$ cat config.mk
export PLATFORM = sky130hd
export DESIGN_NAME = fasta_fastq_record_parser_unit
export DESIGN_NICKNAME = d
export VERILOG_FILES = /design/src/sv/ffrp_pkg.sv /design/src/sv/ffrp_front.sv /design/src/sv/ffrp_queue.sv /design/src/sv/ffrp_back.sv /design/src/sv/fasta_fastq_record_parser_unit.sv
export SDC_FILE = /design/constraint.sdc
export NUM_CORES = 1
export LEC_CHECK = 0
export ABC_AREA = 1
export BUFFER_PORTS_ARGS = -buffer_cell sky130_fd_sc_hd__clkbuf_2
export CAP_MARGIN = 20
export CORE_MARGIN = 2
export CORE_UTILIZATION = 60
export CTS_CLUSTER_SIZE = 14
export DETAILED_ROUTE_END_ITERATION = 10
export MAX_ROUTING_LAYER = met4
export PLACE_DENSITY_LB_ADDON = 0.2
export SLEW_MARGIN = 20
export SYNTH_ARGS = -nofsm -noshare
export SYNTH_HDL_FRONTEND = slang
export SYNTH_SLANG_ARGS = --single-unit
$ cat constraint.sdc
create_clock -name aclk -period 4.3 [get_ports aclk]
set_clock_uncertainty 0.1 [all_clocks]
set_input_delay 0.215 -clock aclk [delete_from_list [all_inputs] [get_ports aclk]]
set_output_delay 0.215 -clock aclk [all_outputs]
set_load 0.1 [all_outputs]
$ cat src/sv/ffrp_pkg.sv
// Shared types and constants for the FASTA/FASTQ record parser.
// Holds the channel word structs, result kinds and the front-to-back command format.
// No dependencies.
`timescale 1ns / 1ps
`default_nettype none

package ffrp_pkg;

    localparam int MAX_HELD_SPACES = 8;
    localparam int HELD_IDX_W      = (MAX_HELD_SPACES > 1) ? $clog2(MAX_HELD_SPACES) : 1;
    localparam int HELD_CNT_W      = $clog2(MAX_HELD_SPACES + 1);
    localparam int QUEUE_DEPTH     = 4;
    localparam int QUEUE_PTR_W     = $clog2(QUEUE_DEPTH);
    localparam int QUEUE_CNT_W     = $clog2(QUEUE_DEPTH + 1);

    localparam logic [7:0] CHAR_NEWLINE = 8'd10;
    localparam logic [7:0] CHAR_GT      = 8'h3E;
    localparam logic [7:0] CHAR_SPACE   = 8'd32;
    localparam logic [7:0] CHAR_TAB     = 8'd9;
    localparam logic [7:0] CHAR_CR      = 8'd13;

    typedef enum logic [2:0] {
        KIND_NAME  = 3'd0,
        KIND_SEQ   = 3'd1,
        KIND_QUAL  = 3'd2,
        KIND_END   = 3'd3,
        KIND_TRUNC = 3'd4,
        KIND_ERROR = 3'd5
    } kind_t;

    typedef enum logic [1:0] {
        OP_EMIT  = 2'd0,
        OP_HOLD  = 2'd1,
        OP_FLUSH = 2'd2
    } op_t;

    typedef struct packed {
        logic [7:0] text_byte;
        logic       end_of_file;
    } in_word_t;

    typedef struct packed {
        logic [7:0] out_byte;
        logic [2:0] item_kind;
        logic       last_of_run;
    } out_word_t;

    // count is the held-space count for a flush, or the store index for a hold.
    typedef struct packed {
        op_t                   op;
        logic [7:0]            data;
        kind_t                 kind;
        logic [HELD_CNT_W-1:0] count;
    } cmd_t;

endpackage

`default_nettype wire

$ cat src/sv/ffrp_front.sv
// Front part of the record parser: accepts input words and updates the parse state.
// Emits one command per word that causes results. Depends on ffrp_pkg.
`timescale 1ns / 1ps
`default_nettype none

module ffrp_front
    import ffrp_pkg::*;
(
    input  wire        aclk,
    input  wire        aresetn,
    input  wire        s_valid,
    output logic       s_ready,
    input  in_word_t   s_data,
    input  wire        cfg_valid,
    output logic       cfg_ready,
    input  wire        cfg_data,
    input  wire        q_full,
    output logic       push,
    output cmd_t       cmd
);

    typedef enum logic [1:0] {
        PH_BEFORE     = 2'd0,
        PH_HEADER     = 2'd1,
        PH_LINE_START = 2'd2,
        PH_SEQ_LINE   = 2'd3
    } phase_t;

    phase_t                phase_reg, phase_next;
    logic [1:0]            line_idx_reg, line_idx_next;
    logic                  content_reg, content_next;
    logic                  open_reg, open_next;
    logic [HELD_CNT_W-1:0] count_reg, count_next;
    logic                  err_reg, err_next;
    logic                  format_reg;

    logic       accept;
    logic [7:0] c;
    logic       is_sp;

    assign s_ready   = !q_full;
    assign cfg_ready = 1'b1;
    assign accept    = s_valid && !q_full;
    assign c         = s_data.text_byte;
    assign is_sp     = (c == CHAR_SPACE) || (c >= CHAR_TAB && c <= CHAR_CR);

    always_comb begin
        phase_next    = phase_reg;
        line_idx_next = line_idx_reg;
        content_next  = content_reg;
        open_next     = open_reg;
        count_next    = count_reg;
        err_next      = err_reg;
        push          = 1'b0;
        cmd.op        = OP_EMIT;
        cmd.data      = c;
        cmd.kind      = KIND_SEQ;
        cmd.count     = count_reg;

        if (accept) begin
            if (s_data.end_of_file) begin
                if (!err_reg && open_reg) begin
                    push     = 1'b1;
                    cmd.data = 8'd0;
                    if (format_reg && !(line_idx_reg == 2'd3 && content_reg)) begin
                        cmd.kind = KIND_TRUNC;
                    end else begin
                        cmd.kind = KIND_END;
                    end
                end
                phase_next    = PH_BEFORE;
                line_idx_next = 2'd0;
                content_next  = 1'b0;
                open_next     = 1'b0;
                count_next    = '0;
                err_next      = 1'b0;
            end else if (!err_reg) begin
                if (!format_reg) begin
                    unique case (phase_reg)
                        PH_BEFORE: begin
                            if (c == CHAR_GT) begin
                                phase_next = PH_HEADER;
                                open_next  = 1'b1;
                            end else if (c != CHAR_NEWLINE) begin
                                err_next = 1'b1;
                                push     = 1'b1;
                                cmd.data = 8'd0;
                                cmd.kind = KIND_ERROR;
                            end
                        end
                        PH_HEADER: begin
                            if (c == CHAR_NEWLINE) begin
                                phase_next = PH_LINE_START;
                            end else begin
                                push     = 1'b1;
                                cmd.kind = KIND_NAME;
                            end
                        end
                        PH_LINE_START: begin
                            if (c == CHAR_GT) begin
                                push       = 1'b1;
                                cmd.data   = 8'd0;
                                cmd.kind   = KIND_END;
                                phase_next = PH_HEADER;
                                open_next  = 1'b1;
                            end else if (c != CHAR_NEWLINE) begin
                                // A fresh line holds nothing, so leading blanks vanish.
                                phase_next   = PH_SEQ_LINE;
                                count_next   = '0;
                                content_next = !is_sp;
                                push         = !is_sp;
                            end
                        end
                        PH_SEQ_LINE: begin
                            if (c == CHAR_NEWLINE) begin
                                phase_next   = PH_LINE_START;
                                content_next = 1'b0;
                                count_next   = '0;
                            end else if (is_sp) begin
                                if (content_reg &&
                                    count_reg < HELD_CNT_W'(MAX_HELD_SPACES)) begin
                                    push       = 1'b1;
                                    cmd.op     = OP_HOLD;
                                    count_next = count_reg + HELD_CNT_W'(1);
                                end
                            end else begin
                                push         = 1'b1;
                                cmd.op       = (count_reg != '0) ? OP_FLUSH : OP_EMIT;
                                count_next   = '0;
                                content_next = 1'b1;
                            end
                        end
                        default: begin
                            phase_next = PH_BEFORE;
                        end
                    endcase
                end else begin
                    open_next = 1'b1;
                    if (c == CHAR_NEWLINE) begin
                        content_next = 1'b0;
                        if (line_idx_reg == 2'd3) begin
                            push          = 1'b1;
                            cmd.data      = 8'd0;
                            cmd.kind      = KIND_END;
                            open_next     = 1'b0;
                            line_idx_next = 2'd0;
                        end else begin
                            line_idx_next = line_idx_reg + 2'd1;
                        end
                    end else begin
                        content_next = 1'b1;
                        unique case (line_idx_reg)
                            2'd0: begin
                                push     = 1'b1;
                                cmd.kind = KIND_NAME;
                            end
                            2'd1: begin
                                push     = 1'b1;
                                cmd.kind = KIND_SEQ;
                            end
                            2'd3: begin
                                push     = 1'b1;
                                cmd.kind = KIND_QUAL;
                            end
                            default: begin
                                push = 1'b0;
                            end
                        endcase
                    end
                end
            end
        end
    end

    always_ff @(posedge aclk) begin
        if (!aresetn) begin
            format_reg   <= 1'b0;
            phase_reg    <= PH_BEFORE;
            line_idx_reg <= 2'd0;
            content_reg  <= 1'b0;
            open_reg     <= 1'b0;
            count_reg    <= '0;
            err_reg      <= 1'b0;
        end else if (cfg_valid) begin
            // A format change restarts parsing as at reset.
            format_reg   <= cfg_data;
            phase_reg    <= PH_BEFORE;
            line_idx_reg <= 2'd0;
            content_reg  <= 1'b0;
            open_reg     <= 1'b0;
            count_reg    <= '0;
            err_reg      <= 1'b0;
        end else begin
            phase_reg    <= phase_next;
            line_idx_reg <= line_idx_next;
            content_reg  <= content_next;
            open_reg     <= open_next;
            count_reg    <= count_next;
            err_reg      <= err_next;
        end
    end

endmodule

`default_nettype wire

$ cat src/sv/ffrp_queue.sv
// Short command queue between the parser front and the result back end.
// Register based FIFO with a combinational head. Depends on ffrp_pkg.
`timescale 1ns / 1ps
`default_nettype none

module ffrp_queue
    import ffrp_pkg::*;
(
    input  wire   aclk,
    input  wire   aresetn,
    input  wire   push,
    input  cmd_t  push_cmd,
    output logic  full,
    input  wire   pop,
    output cmd_t  head,
    output logic  empty
);

    cmd_t                   entries [QUEUE_DEPTH];
    logic [QUEUE_PTR_W-1:0] wr_ptr_reg, rd_ptr_reg;
    logic [QUEUE_CNT_W-1:0] fill_reg;
    logic                   do_push, do_pop;

    assign full    = (fill_reg == QUEUE_CNT_W'(QUEUE_DEPTH));
    assign empty   = (fill_reg == '0);
    assign head    = entries[rd_ptr_reg];
    assign do_push = push && !full;
    assign do_pop  = pop && !empty;

    always_ff @(posedge aclk) begin
        if (do_push) begin
            entries[wr_ptr_reg] <= push_cmd;
        end
    end

    always_ff @(posedge aclk) begin
        if (!aresetn) begin
            wr_ptr_reg <= '0;
            rd_ptr_reg <= '0;
            fill_reg   <= '0;
        end else begin
            if (do_push) begin
                wr_ptr_reg <= wr_ptr_reg + QUEUE_PTR_W'(1);
            end
            if (do_pop) begin
                rd_ptr_reg <= rd_ptr_reg + QUEUE_PTR_W'(1);
            end
            if (do_push && !do_pop) begin
                fill_reg <= fill_reg + QUEUE_CNT_W'(1);
            end else if (do_pop && !do_push) begin
                fill_reg <= fill_reg - QUEUE_CNT_W'(1);
            end
        end
    end

endmodule

`default_nettype wire

$ cat src/sv/ffrp_back.sv
// Back end of the record parser: executes queued commands into result words.
// Keeps the held-whitespace store and the output register. Depends on ffrp_pkg.
`timescale 1ns / 1ps
`default_nettype none

module ffrp_back
    import ffrp_pkg::*;
(
    input  wire        aclk,
    input  wire        aresetn,
    input  cmd_t       head,
    input  wire        empty,
    output logic       pop,
    output logic       m_valid,
    input  wire        m_ready,
    output out_word_t  m_data
);

    logic [7:0]            held_mem [MAX_HELD_SPACES];
    logic [HELD_CNT_W-1:0] flush_idx_reg;
    logic                  m_valid_reg;
    out_word_t             m_data_reg;
    logic                  slot_free;
    logic                  flushing_held;
    logic [7:0]            held_rd;

    assign m_valid       = m_valid_reg;
    assign m_data        = m_data_reg;
    assign slot_free     = !m_valid_reg || m_ready;
    assign flushing_held = (head.op == OP_FLUSH) && (flush_idx_reg < head.count);
    assign held_rd       = held_mem[flush_idx_reg[HELD_IDX_W-1:0]];

    always_comb begin
        pop = 1'b0;
        if (!empty) begin
            unique case (head.op)
                OP_HOLD:  pop = 1'b1;
                OP_EMIT:  pop = slot_free;
                OP_FLUSH: pop = slot_free && !flushing_held;
                default:  pop = 1'b1;
            endcase
        end
    end

    always_ff @(posedge aclk) begin
        if (!empty && head.op == OP_HOLD) begin
            held_mem[head.count[HELD_IDX_W-1:0]] <= head.data;
        end
    end

    always_ff @(posedge aclk) begin
        if (!aresetn) begin
            m_valid_reg   <= 1'b0;
            flush_idx_reg <= '0;
        end else begin
            if (!empty && slot_free && head.op != OP_HOLD) begin
                m_valid_reg <= 1'b1;
                // Held spaces go out first, then the word that released them.
                if (flushing_held) begin
                    m_data_reg.out_byte    <= held_rd;
                    m_data_reg.item_kind   <= KIND_SEQ;
                    m_data_reg.last_of_run <= 1'b0;
                    flush_idx_reg          <= flush_idx_reg + HELD_CNT_W'(1);
                end else begin
                    m_data_reg.out_byte    <= head.data;
                    m_data_reg.item_kind   <= head.kind;
                    m_data_reg.last_of_run <= 1'b1;
                    flush_idx_reg          <= '0;
                end
            end else if (m_ready) begin
                m_valid_reg <= 1'b0;
            end
        end
    end

endmodule

`default_nettype wire

$ cat src/sv/fasta_fastq_record_parser_unit.sv
// FASTA/FASTQ record parser: splits a text byte stream into name, sequence and quality
// bytes with record-end marks. Top level; depends on ffrp_pkg, ffrp_front, ffrp_queue,
// ffrp_back.
//
// Usage: file bytes enter on the s_ channel (s_data.text_byte, or end_of_file set to
// close the open record and restart). Results leave on the m_ channel, one word per
// result, with last_of_run set on the final word caused by an input word. The cfg_
// channel writes file_format (0 FASTA, 1 FASTQ); cfg_ready is always high and a write
// restarts parsing. Write it only while the block is idle.
// Throughput: one input word per cycle while the four-entry command queue has room.
// A sequence byte that releases k held interior blanks puts k + 1 words out on the result
// side, which is what limits the sustained rate on whitespace-heavy lines.
// Path: an accepted input word is first written into the command queue; the back end
// then loads its result into the output register that drives m_valid.
// When m_ready is low, the output register holds its word, the queue fills and s_ready
// falls once it is full; nothing is lost. Synchronous active-low reset clears the parse
// state, the queue and the output valid; file_format resets to FASTA.
`timescale 1ns / 1ps
`default_nettype none

module fasta_fastq_record_parser_unit
    import ffrp_pkg::*;
(
    input  wire        aclk,
    input  wire        aresetn,
    input  wire        s_valid,
    output logic       s_ready,
    input  in_word_t   s_data,
    output logic       m_valid,
    input  wire        m_ready,
    output out_word_t  m_data,
    input  wire        cfg_valid,
    output logic       cfg_ready,
    input  wire        cfg_data
);

    logic q_full, q_empty, q_push, q_pop;
    cmd_t push_cmd, head_cmd;

    ffrp_front u_front (
        .aclk      (aclk),
        .aresetn   (aresetn),
        .s_valid   (s_valid),
        .s_ready   (s_ready),
        .s_data    (s_data),
        .cfg_valid (cfg_valid),
        .cfg_ready (cfg_ready),
        .cfg_data  (cfg_data),
        .q_full    (q_full),
        .push      (q_push),
        .cmd       (push_cmd)
    );

    ffrp_queue u_queue (
        .aclk     (aclk),
        .aresetn  (aresetn),
        .push     (q_push),
        .push_cmd (push_cmd),
        .full     (q_full),
        .pop      (q_pop),
        .head     (head_cmd),
        .empty    (q_empty)
    );

    ffrp_back u_back (
        .aclk    (aclk),
        .aresetn (aresetn),
        .head    (head_cmd),
        .empty   (q_empty),
        .pop     (q_pop),
        .m_valid (m_valid),
        .m_ready (m_ready),
        .m_data  (m_data)
    );

endmodule

`default_nettype wire
# Word level (Yosys, flattened, before mapping)
# Memories as Yosys holds them, arrays and structs flattened. A register that Yosys moved wholly into a read port is not among the register bits.
# Index checks and enable logic that the tools add are counted.
# W data, S select, Z words.
dict set report word_totals {
  register_bits 36
  ramBits 132
  in_bits 15
  word_cells 199
  n_memories 2
}
# name depth word_bits rd rd_clocked_by_memory_dff write_ports line
set memory_table {}
lappend memory_table {u_queue.entries 4 17 1 1 1 ffrp_queue.sv:19} ;# cmd_t entries [QUEUE_DEPTH];
lappend memory_table {u_back.held_mem 8 8 1 1 1 ffrp_back.sv:19} ;# logic [7:0] held_mem [MAX_HELD_SPACES];
dict set report classes {
  addsub 7
  n_lt_le_gt_ge 4
  eq_ne 24
  muxes 97
  bitwise_logic 1
  n_reduce_logical 49
}
# cell n
set ops {}
lappend ops {{$mux W11} 7}
lappend ops {{$mux W1} 43}
lappend ops {{$mux W2} 20}
lappend ops {{$mux W4} 9}
lappend ops {{$mux W13} 2}
lappend ops {{$mux W3} 6}
lappend ops {{$eq A8 B6 Y1 const B} 2}
lappend ops {{$pmux W8 S2} 1}
lappend ops {{$logic_and A1 B1 Y1} 15}
lappend ops {{$mux W12} 1}
lappend ops {{$reduce_and A6 Y1} 2}
lappend ops {{$logic_not A1 Y1} 9}
lappend ops {{$pmux W3 S3} 1}
lappend ops {{$reduce_bool A3 Y1} 3}
lappend ops {{$add A4 B1 Y4 const B} 2}
lappend ops {{$eq A2 B2 Y1 const B} 4}
lappend ops {{$eq A8 B4 Y1 const B} 1}
lappend ops {{$ge A8 B4 Y1 const B} 1}
lappend ops {{$le A8 B4 Y1 const B} 1}
lappend ops {{$mux W8} 1}
lappend ops {{$ne A4 B2 Y1 const B} 2}
lappend ops {{$ne A8 B4 Y1 const B} 1}
lappend ops {{$pmux W4 S2} 1}
lappend ops {{$reduce_and A4 Y1} 2}
lappend ops {{other kinds (29)} 45}

# Depth between registers and ports, before layout
# Gate-level depths: netlist of the first run.
dict set report logic_depth {
  depth_word 16
  ltp_mapped 22
  mapped_depth_nobuf 22
}

# Modules after synthesis
# Synthesis of the first run repeated with hierarchy kept, for this count alone.
dict set report unflattened {
  cells_unflattened 825
  hier_area_um2 8097.8
}
# mod n_inst cells_per_inst area_each_um2
set by_module_without_submodules {}
lappend by_module_without_submodules {ffrp_back 1 359 3712.3}
lappend by_module_without_submodules {ffrp_queue 1 234 3081.7}
lappend by_module_without_submodules {ffrp_front 1 232 1303.8}

# Least setup slack after synthesis of the first run
# No wires, ideal clock.
dict set report synth_timing {
  path_kind {register to register}
  from {register (tool-made name)}
  to {register u_queue.fill_reg[2]}
  setup_time_ps 70
  arrival_time_ps 2862
  required_ps 4130
  path_slack_ps 1269
  stages_incl_launch_ff 18
  path_cell_list {dfxtp_1 -> buf_6 -> buf_2 -> clkbuf_1 -> nand2_1 -> a32o_1 -> ha_1 -> a21oi_1 -> nand3_2 -> nand2_2 -> ha_1 -> inv_1 -> fa_1 -> nor2_1 -> nor2_1 -> nand2_1 -> o21ai_0 -> a21oi_1}
}
# element line
set synth_rtl {}
lappend synth_rtl {{end signal: assignment} ffrp_queue.sv:49} ;# fill_reg <= fill_reg + QUEUE_CNT_W'(1);
lappend synth_rtl {{end signal: assignment} ffrp_queue.sv:51} ;# fill_reg <= fill_reg - QUEUE_CNT_W'(1);
lappend synth_rtl {{end: declaration} ffrp_queue.sv:21} ;# logic [QUEUE_CNT_W-1:0] fill_reg;

==> metrics list, run 1 <==
- Count of port buffers added during placement: 28
* Die extent in y: 116 um
- The mapped netlist covers 0.00754 mm^2.
- Routability-driven placement finished with a final weighted congestion of 0.965.
* Synth warnings: 0
* Inserted Clock Buffers: 17
* Data arrival time at the worst-slack endpoint: 3.56 ns
- Instance count of the mapped netlist: 692
- Static leakage: 3.15 nW
- Die area: 0.0135 mm^2
* Count of different cell masters after synthesis: 46
- First-pass GRT wire length: 24,900 um
- In this run, post-CTS hold repair placed 3 buffers.
- Sequential fraction of the synthesis area: 0.650
- Register bit total from synthesis: 173
* Crit end category: flip-flop
- Required @ worst endpoint: 4.55 ns
- Across the run, the number of max-cap violations was 0.
- Post-Syn Area per Cell: 10.9 um^2
- The H-tree was split into 4 levels.
- The number of buffers and inverters on the critical path is 3.
- Using the TritonRoute via totals, the vias-per-cell ratio works out to 5.79.
- Of all nets on the critical path, the largest fanout is 20.
- The slowest stage of the critical path belongs to the cell sky130_fd_sc_hd__dfxtp_1.
* RSZ-0062 raised after global routing: false
- For the pin with the worst max-slew slack, the measured transition is 1.01 ns.
* Antenna cells: 0
* Initial core utilization: 0.620
* Launching element type of the critical path: flip-flop
* Largest stage delay on the critical path: 0.59 ns
- Post-DRT Antenna Nets: 0
- Drt total wl: 15,300 um
- Tightest hold margin: 0.0244 ns
* Largest net degree at the start of global routing: 35
- Post-layout net count: 749
- Status: completed
* Share of layout cells above drive strength 1: 0.136
- Including well taps, the total number of placed cells is 865.
* Root buf cell: sky130_fd_sc_hd__clkbuf_16
- Final Instance Area: 0.00849 mm^2
- Hold Violations, Final: 0
- The later pin in the worst-skew pair is clocked with a latency of 0.42 ns.
* Total power after layout: 5.58 mW
- The max-slew violation count is 0.
- Post-DP HPWL: 10,300 um
* Post-CTS sizing: 0
- For this design, the sink count on the clock tree is 173.
- Total cell area at the placement stage: 0.00780 mm^2
- Row Count: 40
- Post-synth top area share: 0.573
- Final setup violation count: 0
- The tightest min-delay check is of the input pin to flip-flop type.
* Highest Clock Rate: 302 MHz
* Core footprint: 0.0122 mm^2
- During I/O placement, the number of pins put on the boundary was 30.
- Fin crit period: 3.31 ns
- Sorting the synthesized cells by area gives the leading types as sky130_fd_sc_hd__edfxtp_1 (57%), sky130_fd_sc_hd__dfxtp_1 (7.7%), sky130_fd_sc_hd__nor2_1 (5.8%).
- The register with the most flip-flops in the layout has 68 of them.
- TritonCTS clock tree: yes
* Growth of design area from synthesis to finish: 12.5%
* Slew margin rel.: 0.306
- In this run the post-CTS setup repair buffer count came out at 0.
* Power per cell area: 657 mW/mm^2
* Routed length per instance: 17.0 um
* Initial antenna violation count: 0
- After the first detailed-routing iteration, the DRC count stood at 518.
- After detailed routing, the number of remaining DRC violations is 0.
* Crit-path leading delay family: adder cells
* Tot GR Track Use: 0.257
- For this block, the via count after detailed routing is 5,214.
- Cell accounting for the most synthesized area: sky130_fd_sc_hd__edfxtp_1
- After clock tree synthesis, the clock-pin slew on the worst setup and hold paths is 0.06 ns.
- Final Instance Count excl. Fillers: 901
* Share of the clock period used by the worst path after layout: 0.770
* Number of buffers on the longest clock path: 2
- Cell-by-cell listing of the critical path: inv_2 -> a32oi_1 -> inv_1 -> ha_1 -> o21ai_1 -> nand2_1 -> nand3_1 -> nand3_2 -> nand2_2 -> ha_1 -> inv_1 -> fa_1 -> nor2_1 -> nor2_1 -> nand2_1 -> o21ai_0 -> a21oi_1
* Max VDD drop: 306 uV
- Count of filler cells inserted in the layout: 884
- Adding up every negative setup slack in the final design gives 0 ns.
- Number of global-route vias before repair: 5,054
* Length of the first detailed-routing pass in iterations: 6
- Counting every net in the synthesized netlist gives 721.
- The die is 116 um wide.
- Grt total ovfl: 0
- The critical path in this run is classified as flip-flop to flip-flop.
worst reg2reg max path, stage by stage (launching register included):
cell,delay (ns)
sky130_fd_sc_hd__dfxtp_1,0.59
sky130_fd_sc_hd__inv_2,0.25
sky130_fd_sc_hd__a32oi_1,0.33
sky130_fd_sc_hd__inv_1,0.12
sky130_fd_sc_hd__ha_1,0.30
sky130_fd_sc_hd__o21ai_1,0.07
sky130_fd_sc_hd__nand2_1,0.07
sky130_fd_sc_hd__nand3_1,0.09
sky130_fd_sc_hd__nand3_2,0.08
sky130_fd_sc_hd__nand2_2,0.12
sky130_fd_sc_hd__ha_1,0.19
sky130_fd_sc_hd__inv_1,0.08
sky130_fd_sc_hd__fa_1,0.43
sky130_fd_sc_hd__nor2_1,0.13
sky130_fd_sc_hd__nor2_1,0.05
sky130_fd_sc_hd__nand2_1,0.07
sky130_fd_sc_hd__o21ai_0,0.07
sky130_fd_sc_hd__a21oi_1,0.11
power by group:
part / leakage (nW) / switching, mW / internal, mW
Combinational: 1.25 / 1.32 / 0.367
Sequential: 1.57 / 0.0846 / 2.19
Clock: 0.326 / 0.597 / 1.02
Total: 3.15 / 2.00 / 3.58
cells in the mapped netlist (all sizes together):
cell type,number
a32oi,2
o22a,1
nor3,8
edfxtp,144
o21ai,84
nand3,18
a211oi,5
conb,1
o22ai,12
nand2,89
a311oi,1
a31o,1
o2111ai,3
a32o,1
nand4,5
dfxtp,29
clkinv,1
a31oi,2
a21oi,33
a22oi,1
o221ai,17
clkbuf,14
a2111oi,1
nor2,125
buf,12
inv,60
ha,13
o31ai,3
xor2,3
fa,1
nand2b,1
or2,1
path summary, 6_finish.rpt:
| path | cells past startpoint | start | slack [ns] | end |
|---|---|---|---|---|
| worst max-delay path | 17 | flip-flop | 0.99 | u_queue.fill_reg[2] |
| worst max register to register | 17 | flip-flop | 0.99 | u_queue.fill_reg[2] |
| worst min-delay path | 2 | s_data[0] | 0.02 | u_front.err_reg |
| worst min register to register | 2 | u_queue.fill_reg[2] | 0.39 | u_queue.fill_reg[2] |
cell type report:
| class | count | area [um^2] | share of cell area |
|---|---|---|---|
| clock buffers | 25 | 559 | 0.0659 |
| clock inverters | 7 | 91.3 | 0.0108 |
| inverters | 61 | 231 | 0.0273 |
| multi-input cells | 432 | 2290 | 0.270 |
| flip-flops and latches | 173 | 4900 | 0.578 |
| well taps | 168 | 210 | 0.0248 |
| repair buffers | 35 | 200 | 0.0236 |
cells by family after synthesis:
group | share of synthesized area
buf+inv | 0.0479
compound gates | 0.132
fa+ha+maj | 0.0242
other cells | 0.000497
flops | 0.650
xor+xnor | 0.00348
simple gates | 0.142
cells in the final DEF (no fill, tap or decap), drive strengths merged, types with 2 or more instances in the layout:
cell and instances:
edfxtp 144, ha 13, nand4 5, o2111ai 3, xor2 3, dlygate4sd3 3, a21oi 33, a32oi 2
clkbuf 53, o21ai 84, nand2 89, nor3 8, o221ai 17, buf 4, a31oi 2, dfxtp 29
inv 62, a211oi 5, clkinv 4, nor2 125, bufinv 2, o22ai 12, o31ai 3, nand3 18
layer usage:
metal / vias to the layer above / GRT usage / share of wire
li1: 2510 / - / -
met4: 0 / 0.136 / 0.029
met2: 195 / 0.434 / 0.53
met5: - / - / 0
met1: 2462 / 0.293 / 0.39
met3: 47 / 0.0467 / 0.058
through the flow:
step,worst slack [ns],util
floorplan,1.27,-
global route,0.577,0.698
global placement,1.15,0.641
CTS,0.980,0.697
detailed placement,1.04,0.641
finish,0.991,0.698
No activity file was read; power rests on OpenSTA's default activity.
==> inputs of run 2 (changes only) <==
Settings changed: ABC_AREA 1 to 0.
Clock period 4.3 ns to 3.3 ns, I/O delays scaled along.
==> run 2 against run 1 <==
Setup slack worse by 0.94 ns. Cell count is 18% lower. Maximum frequency is 1.8% higher. Global-route usage is 2.7 points lower. Combinational power is 9% lower. Hold slack better by 0.035 ns. Sequential share of layout area is 0.092 points lower. Via count is 17% lower. Clock power is 11% higher. Sequential power is 21% higher. Critical path type unchanged. Largest power group unchanged. Highest routed layer unchanged.
==> metrics list, run 2 <==
- Proportion of synthesized flip-flops having asynchronous set or reset: 0 (unchanged)
- The area enclosed by the die boundary was 0.0134 mm^2 (-0.75%).
- The number of global-route vias before repair was 4,254 (-16%).
* Most common library cell in the layout ignoring fill and taps: sky130_fd_sc_hd__edfxtp_1
* Final setup violation count: 0 (unchanged)
- Status: completed
* Via count: 4,322 (-17%)
- The post-route worst setup slack is 0.0477 ns (-0.943 ns).
- Max-cap check violation count: 0 (unchanged)
- Max VDD drop: 367 uV (+20%)
- Static leakage: 2.93 nW (-6.9%)
* Largest net degree at the start of global routing: 23 (-34%)
- Power per cell area: 713 mW/mm^2 (+8.5%)
- The die extent in y was 116 um (-0.37%).
- The detail-routed net length per standard cell is 18.7 um (+9.7%).
- Fin crit period: 3.25 ns (-0.0570 ns)
- The worst setup path is captured at a flip-flop.
- The number of antenna violations at the first check in global routing came to 0 (unchanged).
- Clock latency of the later-clocked register in the worst-skew pair: 0.42 ns (about the same)
- The number of clock sinks came to 173 (unchanged).
- Parity-gate share of the synthesized area counting xor and xnor cells: 0.00585 (+0.00237)
* Hold Violations, Final: 0 (unchanged)
* Final Instance Area: 0.00851 mm^2 (+0.24%)
- Tot GR Track Use: 0.229 (-0.0274)
* Slew margin rel.: 0.396 (+0.0902)
- Number of remaining DRC errors: 0 (unchanged)
- Count of H-tree levels built during CTS: 4 (unchanged)
- The flip-flop and latch count after synthesis came to 173 (unchanged).
- Post-Syn Area per Cell: 14.8 um^2 (+36%)
- By instance count, the cell type seen most on the critical path is sky130_fd_sc_hd__ha_4.
* Count of flip-flops with a built-in enable after synthesis: 144 (unchanged)
* Drt total wl: 13,700 um (-11%)
* Cell area after technology mapping: 0.00749 mm^2 (-0.78%)
- Highest Clock Rate: 307 MHz (+1.8%)
- Cell with the biggest individual delay on the critical path: sky130_fd_sc_hd__mux4_2
- By area, the combinational part of the netlist is dominated by multiplexers.
* Post-DRT Antenna Nets: 0 (unchanged)
* Startpoint-to-endpoint class of the critical path: flip-flop to flip-flop
- Largest stage delay on the critical path: 0.53 ns (-0.06 ns)
- The core area came to 0.0121 mm^2 (-0.41%).
- The compound-gate portion of the synthesized area is 0.0675 (-0.0642).
* Share of layout cells above drive strength 1: 0.231 (+0.0946)
- The clock transition at the registers of the reported paths is 0.06 ns (about the same).
* Post-layout net count: 584 (-22%)
- The part of the Yosys area used for sequential elements came to 0.655 (+0.00511).
- TritonCTS clock tree: yes
* Count of port buffers added during placement: 28 (unchanged)
- Counting instances in the post-synthesis netlist gives the leading cell types as sky130_fd_sc_hd__edfxtp_1 (144), sky130_fd_sc_hd__nor2_1 (39), sky130_fd_sc_hd__mux4_2 (31).
* Worst-path fanout max: 3 (-85%)
- Simple-Gate Fraction of Synth Area: 0.103 (-0.0395)
- Inserted Clock Buffers: 17 (unchanged)
- Clock tree synthesis selected as its root buffer the cell sky130_fd_sc_hd__clkbuf_16.
- The signal on the critical path passes through mux4_2 -> inv_2 -> ha_4 -> a21o_1 -> a21oi_2 -> and4bb_4 -> or3_4 -> ha_4 -> inv_1 -> fa_2 -> xor2_1 -> or3_1 -> a21boi_1.
- Commonest non-fill, non-tap cells in the layout: sky130_fd_sc_hd__edfxtp_1 (144), sky130_fd_sc_hd__nor2_1 (39), sky130_fd_sc_hd__mux4_2 (31)
- Mux share of post-synthesis cell area: 0.119 (+0.119)
- First-pass GRT wire length: 21,900 um (-12%)
- Synth warnings: 0 (unchanged)
- Total cell area at the placement stage: 0.00789 mm^2 (+1.2%)
- IO Count: 30 (unchanged)
- Initial core utilization: 0.618 (-0.00229)
- Share of the clock period used by the worst path after layout: 0.986 (+0.216)
- Post-DP HPWL: 9050 um (-12%)
- The endpoint arrival time on the critical path is 3.50 ns (-0.06 ns).
- Length of the first detailed-routing pass in iterations: 6 (unchanged)
- The number of violations reported at the end of detailed-routing iteration 0 is 391 (-25%).
- The net count after synthesis came to 535 (-26%).
- The sum of overflow across all layers after global routing came to 0 (unchanged).
- Worst slack, placed: 0.0334 ns (-1.00 ns)
* Crit-path leading delay family: simple AND/OR/NAND/NOR gates
- The most common cell in the synthesized netlist is sky130_fd_sc_hd__edfxtp_1.
* Launching element type of the critical path: flip-flop
- Required @ worst endpoint: 3.54 ns (-1.01 ns)
- The horizontal die dimension came to 116 um (-0.37%).
* Top area cells in the synthesized netlist: sky130_fd_sc_hd__edfxtp_1 (58%), sky130_fd_sc_hd__mux4_2 (9.3%), sky130_fd_sc_hd__dfxtp_1 (7.8%)
* Avg Vias per Cell: 5.88 (+1.6%)
* Sum of buffers and inverters on the critical path: 2 (-1)
- Total power after layout: 6.06 mW (+8.7%)
- GP Congestion: 0.932 (-3.5%)
- The slew at the pin closest to its max-slew limit was 0.905 ns (-0.109 ns).
- The max-slew violation count is 0 (unchanged).
- Post-synthesis adder-cell area fraction: 0.0244 (+0.000190)
- Instance count of the mapped netlist: 506 (-27%)
- Antenna cells: 0 (unchanged)
* Commonest register cell after synthesis: sky130_fd_sc_hd__edfxtp_1
- Number of buffers on the longest clock path: 2 (unchanged)
- The share of the synthesized area in the top cell type came to 0.578 (+0.00450).
- In this run the worst hold path is classified as input pin to flip-flop.
* Count of different cell masters after synthesis: 62 (+35%)
- Cell accounting for the most synthesized area: sky130_fd_sc_hd__edfxtp_1
* Largest register FFs: 68 (unchanged)
- Growth of design area from synthesis to finish: 13.6%
* Row Count: 40 (unchanged)
-- run 2: changes by cell type after synthesis, moves of 7 or more --
cell	before	now
sky130_fd_sc_hd__and2_1	0	16
sky130_fd_sc_hd__mux2i_1	0	13
sky130_fd_sc_hd__mux4_2	0	31
sky130_fd_sc_hd__o221ai_1	17	0
sky130_fd_sc_hd__inv_1	54	15
sky130_fd_sc_hd__a21oi_1	33	26
sky130_fd_sc_hd__o21ai_1	16	1
sky130_fd_sc_hd__o22ai_1	12	2
sky130_fd_sc_hd__nor2b_1	0	10
sky130_fd_sc_hd__nor2_1	117	39
sky130_fd_sc_hd__nand2_1	81	30
sky130_fd_sc_hd__o21ai_0	67	12
-- run 2: repair_timing --
item | CTS | global route
buffers inserted | 0 | 3
pin swaps | 0 | 9
hold endpoints to repair | 2 | 0
gates resized for setup | 1 | 7
setup endpoints to repair | 1 | 1
gates cloned | 0 | 0
hold buffers | 3 | 0
-- run 2: cells by family (layout without fill, tap and decap cells) --
logic type               count (synthesis)  count (layout)
AO/OA/AOI/OAI                           77              77
XOR/XNOR                                 5               5
other                                    1               1
multiplexers                            47              47
buffers and inverters                   42             103
AND/OR/NAND/NOR                        147             147
flip-flops                             173             173
adder cells (fa/ha/maj)                 14              14
-- run 2: layout make-up --
type	count	area, um^2
Inverter	16	60.1
Multi-Input combinational cell	291	2430
Timing Repair Buffer	56	369
Fill cell	809	3610
Sequential cell	173	4910
Tap cell	168	210
Clock buffer	19	433
Clock inverter	12	97.6
-- run 2: stage by stage --
stage | TNS [ns] | hold WS [ns] | cells | util
after floorplan | 0 | 0.234 | 506 | -
after global placement | 0 | 0.321 | 698 | 0.652
after detailed placement | 0 | 0.331 | 698 | 0.652
after CTS | 0 | 0.0424 | 732 | 0.698
after global routing | -0.0582 | 0.0565 | 735 | 0.702
final | 0 | 0.0594 | 735 | 0.702
-- run 2: worst min-delay path: cells and delay by family --
family	cells	cell delay, ns
AOI/OAI and AO/OA	1	0.14
buffers and inverters	1	0.11
and+or+nand+nor	1	0.12
-- run 2: report_power, final --
| group | internal, mW | switching, mW |
|---|---|---|
| clock network | 1.03 | 0.773 |
| registers | 2.66 | 0.0763 |
| logic | 0.530 | 0.996 |
-- run 2: worst paths after layout --
check	from	endpoint	slack, ns	cells after the start
max reg2reg	flip-flop	u_queue.fill_reg[2]	0.05	13
max	flip-flop	u_queue.fill_reg[2]	0.05	13
min reg2reg	u_front.open_reg	u_front.open_reg	0.39	2
min	cfg_valid	u_front.err_reg	0.06	3
-- run 2: per-layer routing --
metal  track usage  part of all wire
met5             -                 0
met4        0.0913             0.023
met3        0.0560             0.048
met2         0.363              0.50
met1         0.289              0.43
